`src/rtl/dgcm_pkg.sv`:
```
// Package for the dual gain channel merge block.
// Holds the item, result and table entry types, register and code constants,
// and the command/status structs between controller and datapath. No dependencies.
package dgcm_pkg;

	// Item commands
	localparam logic CMD_ADD   = 1'b0;
	localparam logic CMD_DRAIN = 1'b1;

	// Entry gain codes
	localparam logic [1:0] GAIN_HG      = 2'd0;
	localparam logic [1:0] GAIN_LG      = 2'd1;
	localparam logic [1:0] GAIN_LG_ONLY = 2'd2;

	// Configuration register indexes
	localparam int unsigned CFG_IDX_W = 3;
	localparam logic [CFG_IDX_W-1:0] REG_NOISE_THR    = 3'd0;
	localparam logic [CFG_IDX_W-1:0] REG_OVERFLOW_CUT = 3'd1;
	localparam logic [CFG_IDX_W-1:0] REG_GAIN_RATIO   = 3'd2;
	localparam logic [CFG_IDX_W-1:0] REG_TIME_MIN     = 3'd3;
	localparam logic [CFG_IDX_W-1:0] REG_TIME_MAX     = 3'd4;

	// Configuration reset values
	localparam logic [17:0] NOISE_THR_RST    = 18'd48;
	localparam logic [17:0] OVERFLOW_CUT_RST = 18'd15200;
	localparam logic [15:0] GAIN_RATIO_RST   = 16'd4173;
	localparam logic [31:0] TIME_MIN_RST     = 32'hC465_3600;
	localparam logic [31:0] TIME_MAX_RST     = 32'd1000000000;

	// Saturation limit of merged amplitudes
	localparam logic [23:0] AMP_MAX = 24'hFF_FFFF;

	typedef struct packed {
		logic               cmd;
		logic [13:0]        tower_id;
		logic               low_gain;
		logic [17:0]        amplitude;
		logic signed [31:0] fit_time;
		logic signed [31:0] fit_chi2;
		logic [7:0]         fit_ndf;
	} item_t;

	typedef struct packed {
		logic [13:0]        out_tower;
		logic [23:0]        out_amplitude;
		logic signed [31:0] out_time;
		logic signed [31:0] out_chi2;
		logic [7:0]         out_ndf;
		logic               gain_type;
		logic [13:0]        list_index;
	} result_t;

	// One table entry
	typedef struct packed {
		logic        valid;
		logic [1:0]  gain_code;
		logic [23:0] amp;
		logic [31:0] tm;
		logic [31:0] chi2;
		logic [7:0]  ndf;
	} entry_t;

	// Controller to datapath
	typedef struct packed {
		logic accept;
		logic clear_step;
		logic commit;
	} ctrl_cmd_t;

	// Datapath to controller
	typedef struct packed {
		logic clear_last;
		logic emit;
		logic out_full;
	} ctrl_status_t;

endpackage

```
`src/rtl/dgcm_ctrl.sv`:
```
// Controller for the dual gain channel merge block.
// Sequences the clearing pass and the read-modify-write of each item.
// Depends on dgcm_pkg.
module dgcm_ctrl (
	input  logic                  clk,
	input  logic                  arst_n,
	input  logic                  item_valid,
	output logic                  item_stall,
	input  dgcm_pkg::ctrl_status_t status,
	output dgcm_pkg::ctrl_cmd_t    cmd
);

	localparam logic [1:0] ST_CLEAR = 2'd0;
	localparam logic [1:0] ST_IDLE  = 2'd1;
	localparam logic [1:0] ST_EXEC  = 2'd2;

	logic [1:0] state_q;
	logic [1:0] state_nxt;
	logic       exec_go;

	// Commit unless a result must wait for the output register
	assign exec_go = !(status.emit && status.out_full);

	// Next state
	always_comb begin
		state_nxt = state_q;
		unique case (state_q)
			ST_CLEAR: begin
				if (status.clear_last) begin
					state_nxt = ST_IDLE;
				end
			end
			ST_IDLE: begin
				if (item_valid) begin
					state_nxt = ST_EXEC;
				end
			end
			ST_EXEC: begin
				if (exec_go) begin
					state_nxt = ST_IDLE;
				end
			end
			default: begin
				state_nxt = ST_CLEAR;
			end
		endcase
	end

	// State register
	always_ff @(posedge clk or negedge arst_n) begin
		if (!arst_n) begin
			state_q <= ST_CLEAR;
		end else begin
			state_q <= state_nxt;
		end
	end

	// Commands
	assign item_stall     = (state_q != ST_IDLE);
	assign cmd.accept     = (state_q == ST_IDLE) && item_valid;
	assign cmd.clear_step = (state_q == ST_CLEAR);
	assign cmd.commit     = (state_q == ST_EXEC) && exec_go;

endmodule

```
`config.mk`:
```
export PLATFORM = sky130hd
export DESIGN_NAME = dgcm_ctrl
export DESIGN_NICKNAME = d
export VERILOG_FILES = /design/src/rtl/dgcm_pkg.sv /design/src/rtl/dgcm_ctrl.sv
export SDC_FILE = /design/constraint.sdc
export NUM_CORES = 1
export LEC_CHECK = 0
export BUFFER_PORTS_ARGS = -buffer_cell sky130_fd_sc_hd__buf_2
export CAP_MARGIN = 20
export CORE_AREA = 5 5 42 44
export CTS_CLUSTER_SIZE = 12
export DETAILED_ROUTE_END_ITERATION = 10
export DIE_AREA = 0 0 47 49
export PLACE_DENSITY_LB_ADDON = 0.1
export SYNTH_ARGS = -nofsm -noshare
export SYNTH_HDL_FRONTEND = slang
export SYNTH_SLANG_ARGS = --single-unit
```
`constraint.sdc`:
```
create_clock -name clk -period 0.94 [get_ports clk]
set_clock_uncertainty 0.15 [all_clocks]
set_input_delay 0.094 -clock clk [delete_from_list [all_inputs] [get_ports clk]]
set_output_delay 0.094 -clock clk [all_outputs]
set_load 0.02 [all_outputs]
```
==> results of run 1 <==
==> worst max-delay path: stages, from the launching register on <==
cell and delay (ns):
dfrtp_2 0.43, and3b_2 0.23, buf_6 0.13
==> stage by stage <==
step | TNS, ns | instance area (µm²) | util (%) | setup WS (ns) | hold slack (ns)
after global placement | -0.525 | 183 | 13.0 | -0.152 | -0.271
after global routing | -1.66 | 245 | 17.5 | -0.382 | 0.0419
after floorplan | -0.348 | 118 | - | -0.145 | -0.352
final | -1.35 | 245 | 17.5 | -0.318 | 0.0355
after detailed placement | -0.506 | 183 | 13.0 | -0.146 | -0.267
after CTS | -1.43 | 236 | 16.9 | -0.337 | 0.0283
==> area by class of cell <==
| cell class | instances | area [µm²] | area share, % |
|---|---|---|---|
| Inverter | 1 | 3.75 | 1.53 |
| Sequential cell | 2 | 52.6 | 21.4 |
| Tap cell | 16 | 20.0 | 8.16 |
| Clock buffer | 3 | 22.5 | 9.18 |
| Timing Repair Buffer | 11 | 76.3 | 31.1 |
| Multi-Input combinational cell | 8 | 70.1 | 28.6 |
==> logic make-up (layout without fill, tap and decap cells) <==
family / after synthesis / after routing
simple gates: 4 / 4
compound gates: 4 / 4
flops: 2 / 2
buf+inv: 1 / 15
==> metal layers <==
| layer | up-vias | track usage, % |
|---|---|---|
| met5 | - | 0 |
| met4 | 0 | 2.76 |
| met3 | 0 | 3.69 |
| met2 | 7 | 4.75 |
| met1 | 63 | 4.41 |
| li1 | 68 | - |
==> cell usage after synthesis <==
| library cell | n | area, µm² |
|---|---|---|
| a211oi_1 | 1 | 7.51 |
| and3b_1 | 1 | 8.76 |
| dfrtp_1 | 2 | 50.1 |
| inv_1 | 1 | 3.75 |
| nand2b_1 | 1 | 6.26 |
| nand3_1 | 1 | 5.00 |
| nor2_1 | 1 | 3.75 |
| o21ba_1 | 1 | 10.0 |
| o21bai_1 | 1 | 7.51 |
| o2bb2ai_1 | 1 | 8.76 |
==> worst max-delay path by stage <==
stage | start | to | slack, ns | cells past startpoint
after floorplan | state_q[0] | state_q[1] | -0.14 | 2
after global placement | state_q[0] | state_q[1] | -0.15 | 2
after detailed placement | state_q[0] | state_q[1] | -0.15 | 2
after CTS | state_q[0] | cmd[0] | -0.34 | 2
after global routing | state_q[0] | cmd[0] | -0.38 | 2
final | state_q[0] | cmd[2] | -0.32 | 2
==> report_power, final <==
group	switching, W	total (W)	internal [W]
combinational	0.000187	0.000370	0.000183
clock	0.0000476	0.000188	0.000141
sequential	0.0000557	0.000187	0.000131
total	0.000290	0.000746	0.000456
==> what timing repair did <==
item,CTS,global route
gates resized for setup,4,3
pin swaps,1,2
gates cloned,0,0
setup endpoints to repair,6,6
hold endpoints to repair,3,0
hold buffers,2,0
setup buffers,0,0
==> impl_metrics.json, run 1 <==
{
  "worst-setup-path-type": "flop to output pin",
  "rr_endpoint": "state_q[1]",
  "nNetsFinal": 33,
  "top_register": "state_q",
  "rsz0062_at_grt": "true",
  "netlist_instances": 11,
  "num_rows": 14,
  "r2r_slack_ns": -0.16,
  "drt_iter0_drc": 1,
  "drc": 0,
  "diodes": 0,
  "clock_path_buffers": 2,
  "die_h_um": 49,
  "synth_compound_area_share_pct": 30.3,
  "hp-class": "input port to asynchronous set/reset pin",
  "irDropWorstVdd_mv": 0.716,
  "wire_per_inst_um": 8.90,
  "start_util_pct": 7.95,
  "status": "complete, but fails checks",
  "r2r_start": "state_q[0]",
  "p_per_area_nw_per_um2": 3040,
  "root_buffer": "clkbuf_4",
  "violations": "setup timing",
  "firstDrtPassIters": 2,
  "period_needed_ns": 1.26,
  "met1_length_um": 163,
  "layout_common_cells": "buf_2, clkbuf_4, dlygate4sd3_1, buf_4, dfrtp_2",
  "cts_max_level": 1,
  "wl_met2_um": 139,
  "grt_pass1_vias": 149,
  "grt_use_total_pct": 4.02,
  "crit_arrival_ns": 1.01,
  "core_region_area_um2": 1400,
  "synthXorXnorAreaFrac_pct": 0,
  "path_clk_slew_ns": 0.03,
  "n_fill_cell": 170,
  "antenna_found_initial": 0,
  "clock_sinks": 2,
  "cp.required_ns": 0.70,
  "dr_wl_met3_um": 62,
  "setup_ws_ns": -0.318,
  "dpl.hpwl_um": 288,
  "ys_seq_elements": 2,
  "maxSlewHeadroom_pct": 90.3,
  "ys_warn_count": 0,
  "grt_pass1_wl_um": 614,
  "muxShareOfSynthArea_pct": 0,
  "overflow": 0,
  "routed_via_density": 3.37,
  "cts_tree": "done",
  "tightest_slew_ns": 0.145,
  "cellLeakagePower_nw": 0.112,
  "area_growth_pct": 120,
  "finalSetupViolCount": 6,
  "netlist_area_um2": 111,
  "power_w": 0.000746,
  "dp.cells": 36,
  "cp_max_fo": 6,
  "max_freq_ghz": 0.795,
  "synth_top_family_by_area": "compound AO/OA/AOI/OAI gates",
  "final_cells": 41,
  "startpoint_type": "flop",
  "reg_top3": "state_q x2",
  "top_layer_used": "met3",
  "routed_wl_um": 365,
  "ys_seq_area_share_pct": 44.9,
  "port_buffers": 9,
  "synthDistinctLibCells": 10,
  "drv_slew": 0,
  "insertion_delay_ns": 0.22,
  "hold_violations": 0,
  "cts_made_buffers": 3,
  "grt_start_max_net_pins": 7,
  "final_antenna_net_count": 0,
  "synthAdderAreaFrac_pct": 0,
  "reg2reg_depth": 2,
  "mostFrequentLayoutCell": "buf_2",
  "dieArea_um2": 2300,
  "io_pins": 10,
  "fin_crit_sh_pct": 134,
  "largest_reg_flops": 2,
  "place_congestion": 0.657,
  "avgSynthCellArea_um2": 10.1,
  "drv_cap": 0,
  "vias": 138,
  "syn_nets": 17,
  "drive_gt1_share_pct": 68.0,
  "synthSimpleGateAreaFrac_pct": 21.3,
  "die_x_um": 47,
  "cp-end-kind": "output pin"
}
(Power assumes the default switching activity.)
==> inputs of run 2 (changes only) <==
==> constraint.sdc (replaced) <==
create_clock -name clk -period 1.45 [get_ports clk]
set_clock_uncertainty 0.15 [all_clocks]
set_input_delay 0.145 -clock clk [delete_from_list [all_inputs] [get_ports clk]]
set_output_delay 0.145 -clock clk [all_outputs]
set_load 0.02 [all_outputs]
==> impl_metrics.json, run 2 (synthesis results as in run 1) <==
{
  "status": "finished, final reports clean",
  "hp-class": "input port to asynchronous set/reset pin",
  "dp.cells": 36,
  "area_growth_pct": 102,
  "cp-end-kind": "output pin",
  "clock_sinks": 2,
  "vias": 133,
  "port_buffers": 9,
  "drv_slew": 0,
  "irDropWorstVdd_mv": 0.252,
  "io_pins": 10,
  "drt_iter0_drc": 4,
  "overflow": 0,
  "fin_crit_sh_pct": 96.9,
  "maxSlewHeadroom_pct": 87.7,
  "largest_reg_flops": 2,
  "rsz0062_at_grt": "false",
  "routed_wl_um": 368,
  "dieArea_um2": 2300,
  "drv_cap": 0,
  "max_freq_ghz": 0.712,
  "drc": 0,
  "clock_path_buffers": 2,
  "antenna_found_initial": 0,
  "tightest_slew_ns": 0.184,
  "nNetsFinal": 33,
  "mostFrequentLayoutCell": "buf_2",
  "final_antenna_net_count": 0,
  "path_cells": "dlygate4sd3_1 -> buf_2 -> and3b_1 -> buf_6",
  "cp.required_ns": 1.15,
  "core_region_area_um2": 1400,
  "root_buffer": "clkbuf_4",
  "finalSetupViolCount": 0,
  "reg_top3": "state_q x2",
  "cts_setup_buffers": 0,
  "die_x_um": 47,
  "path_clk_slew_ns": 0.03,
  "wire_per_inst_um": 8.98,
  "path_buf_inv": 3,
  "grt_pass1_vias": 146,
  "hold_violations": 0,
  "register_area_um2": 50.0,
  "drive_gt1_share_pct": 48.0,
  "worst-setup-path-type": "input port to output pin",
  "num_rows": 14,
  "crit_arrival_ns": 1.11,
  "top_register": "state_q",
  "cts_max_level": 1,
  "insertion_delay_ns": 0.23,
  "startpoint_type": "input port",
  "cellLeakagePower_nw": 0.113,
  "p_per_area_nw_per_um2": 1970,
  "firstDrtPassIters": 4,
  "start_util_pct": 7.95,
  "grt_pass1_wl_um": 552,
  "cts_made_buffers": 3,
  "grt_use_total_pct": 3.94,
  "routed_via_density": 3.24,
  "grt_start_max_net_pins": 7,
  "period_needed_ns": 1.41,
  "n_fill_cell": 175,
  "place_congestion": 0.658,
  "diodes": 0,
  "layout_common_cells": "buf_2, clkbuf_4, dlygate4sd3_1, dfrtp_1",
  "final.setup.tns_ns": 0,
  "multi_input_area_um2": 57.6,
  "cts_tree": "done",
  "cp_slowest_stage_delay_ns": 0.53,
  "cp_max_fo": 2,
  "critical_path.slowest_cell": "dlygate4sd3_1",
  "final_cells": 41,
  "die_h_um": 49,
  "cp_top_family": "buffers and inverters"
}
## run 2: worst register-to-register path: cells and delay by family (launching register included)
kind	cells	cell delay, ns
compound gates	1	0.15
flops	1	0.42
simple gates	1	0.23
## run 2: repair_timing
item	in CTS	in global routing
hold buffers	2	0
endpoints found under the setup margin	0	1
resized for setup	0	2
endpoints found under the hold margin	3	0
## run 2: final timing paths
check,startpoint,to,slack (ns),depth (start not counted)
worst max-delay path,item_valid,cmd[2],0.04,4
worst min-delay path,arst_n,state_q[0],0.08,2
worst max register to register,state_q[0],state_q[1],0.37,2
worst min register to register,state_q[0],state_q[1],0.42,1
max in group asynchronous,arst_n,state_q[1],0.96,2
min in group clk,status[1],state_q[1],0.09,3
## run 2: power by group
group / internal (W) / leakage (nW) / switching, W
combinational: 0.0000943 / 0.0738 / 0.000112
clock: 0.0000913 / 0.0138 / 0.0000313
sequential: 0.0000803 / 0.0251 / 0.0000354
## run 2: per-layer routing
metal	vias up	routed length, µm	GRT usage (%)
li1	68	-	-
met1	60	123	2.86
met2	5	215	4.98
met3	0	30	2.21
met4	0	0	6.91
met5	-	0	0
## run 2: area by class of cell
type	count	area share (%)
Clock buffer	3	10.0
Sequential cell	2	22.2
Tap cell	16	8.89
Timing Repair Buffer	11	31.7
Multi-Input combinational cell	8	25.6
Inverter	1	1.67
## run 2: stage by stage
step	area, µm²	worst slack (ns)	hold WS, ns	total power (W)	util (%)
after detailed placement	176	0.337	-0.215	0.000311	12.6
after global routing	225	0.00107	0.111	0.000481	16.1
final	225	0.0446	0.0834	0.000444	16.1
after CTS	219	0.0275	0.0860	0.000441	15.6
after global placement	176	0.335	-0.218	0.000315	12.6
after floorplan	111	0.187	-0.301	0.000237	-
==> inputs of run 3 (changes only) <==
==> constraint.sdc (replaced) <==
create_clock -name clk -period 1.5 [get_ports clk]
set_clock_uncertainty 0.15 [all_clocks]
set_input_delay 0.15 -clock clk [delete_from_list [all_inputs] [get_ports clk]]
set_output_delay 0.15 -clock clk [all_outputs]
set_load 0.02 [all_outputs]
==> impl_metrics.json, run 3 (synthesis results as in run 1) <==
{
  "pwr-share-clk_pct": 28.3,
  "power_w": 0.000418,
  "cp-endpoint": "cmd[2]",
  "largest_reg_flops": 2,
  "r2r_start": "state_q[0]",
  "status": "finished, final reports clean",
  "clock_sinks": 2,
  "critical_path.slowest_cell": "dlygate4sd3_1",
  "cts_max_level": 1,
  "drc": 0,
  "drv_slew": 0,
  "p_per_area_nw_per_um2": 1910,
  "tightest_slew_ns": 0.184,
  "num_rows": 14,
  "cts-hold-fix-buffers": 2,
  "cts_tree": "done",
  "core_region_area_um2": 1400,
  "dp_slack_ns": 0.382,
  "internal_power_w": 0.000248,
  "path_cells": "dlygate4sd3_1 -> buf_2 -> and3b_1 -> buf_2",
  "routed_wl_um": 370,
  "path_clk_slew_ns": 0.03,
  "rsz0062_at_grt": "false",
  "drv_cap": 0,
  "fin_crit_sh_pct": 95.2,
  "cellLeakagePower_nw": 0.112,
  "dieArea_um2": 2300,
  "grt_use_total_pct": 3.94,
  "antenna_found_initial": 0,
  "r2r_slack_ns": 0.43,
  "worst-setup-path-type": "input port to output pin",
  "layout_common_cells": "buf_2, clkbuf_4, dlygate4sd3_1, dfrtp_1",
  "cp.required_ns": 1.20,
  "cp.depth": 4,
  "overflow": 0,
  "cp-end-kind": "output pin",
  "irDropWorstVdd_mv": 0.243,
  "vias": 133,
  "clock_path_buffers": 2,
  "grt_pass1_wl_um": 552,
  "rr_endpoint": "state_q[1]",
  "cpMostUsedCell": "buf_2",
  "finalSetupViolCount": 0,
  "power_switching_w": 0.000171,
  "port_buffers": 9,
  "period_needed_ns": 1.43,
  "critPathLaunch": "item_valid",
  "io_pins": 10,
  "final.setup.tns_ns": 0,
  "cts_resized": 0,
  "diodes": 0,
  "mostFrequentLayoutCell": "buf_2",
  "maxSlewHeadroom_pct": 87.7,
  "p_seq_share_pct": 26.7,
  "reg_top3": "state_q x2",
  "grt_pass1_vias": 146,
  "p_sw_share_pct": 40.8,
  "top_register": "state_q",
  "grt_start_max_net_pins": 7,
  "path_buf_inv": 3,
  "area_growth_pct": 96.6,
  "root_buffer": "clkbuf_4",
  "drive_gt1_share_pct": 48.0,
  "dpl_cell_area_um2": 176,
  "cp_top_family": "buffers and inverters",
  "combPwrFrac_pct": 45.0,
  "final_antenna_net_count": 0,
  "max_freq_ghz": 0.700,
  "die_h_um": 49,
  "start_util_pct": 7.95,
  "utilization_pct": 15.6,
  "die_x_um": 47,
  "firstDrtPassIters": 4,
  "cp_max_fo": 2,
  "setup_ws_ns": 0.0717,
  "startpoint_type": "input port",
  "nNetsFinal": 33,
  "crit_arrival_ns": 1.13,
  "cts_setup_buffers": 0,
  "drt_iter0_drc": 4,
  "wire_per_inst_um": 9.02,
  "hold_violations": 0,
  "cts_made_buffers": 3,
  "reg2reg_depth": 2,
  "insertion_delay_ns": 0.23,
  "hp-class": "input port to asynchronous set/reset pin",
  "place_congestion": 0.658,
  "routed_via_density": 3.24,
  "design_area_um2": 219,
  "cp_slowest_stage_delay_ns": 0.53
}
==> run 3: cell counts in the layout (fill, tap and decap cells not counted) <==
No cell type changed its count.
==> run 3: how the worst min path moves through the flow <==
stage / start / end / slack [ns] / cells past startpoint
2_1_floorplan: arst_n / state_q[0] / -0.30 / 0
5_1_grt: arst_n / state_q[0] / 0.12 / 2
3_5_place_dp: arst_n / state_q[0] / -0.21 / 1
3_3_place_gp: arst_n / state_q[0] / -0.21 / 1
4_1_cts: arst_n / state_q[0] / 0.09 / 2
6_report: arst_n / state_q[0] / 0.09 / 2
==> run 3: stage by stage <==
stage,instances,hold slack [ns]
final,41,0.0884
after global routing,41,0.116
after floorplan,11,-0.296
after CTS,41,0.0910
after detailed placement,36,-0.210
after global placement,36,-0.213
==> run 3: metal layers <==
layer | part of all wire, % | vias to the layer above | track usage, %
li1 | - | 68 | -
met1 | 34 | 60 | 2.86
met2 | 58 | 5 | 4.98
met3 | 8.1 | 0 | 2.21
met4 | 0 | 0 | 6.91
met5 | 0 | - | 0
==> run 3: power by group through the flow <==
stage          clock network [W]  logic (W)  registers (W)
4_1_cts                 0.000121   0.000193       0.000112
2_1_floorplan                  0   0.000128       0.000102
6_report                0.000118   0.000188       0.000112
3_3_place_gp                   0   0.000193       0.000112
3_5_place_dp                   0   0.000188       0.000112
5_1_grt                 0.000129   0.000210       0.000114
==> run 3: final cells by class <==
class / instances / area, µm²
fillers: 175 / 1180
repair buffers: 11 / 65.1
well taps: 16 / 20.0
flip-flops and latches: 2 / 50.0
clock buffers: 3 / 22.5
inverters: 1 / 3.75
multi-input cells: 8 / 57.6
==> run 3: worst reg2reg max path, delay by kind of cell (launching register included) <==
family           cells  cell delay (ns)
flip-flops           1             0.42
AO/OA/AOI/OAI        1             0.15
AND/OR/NAND/NOR      1             0.22
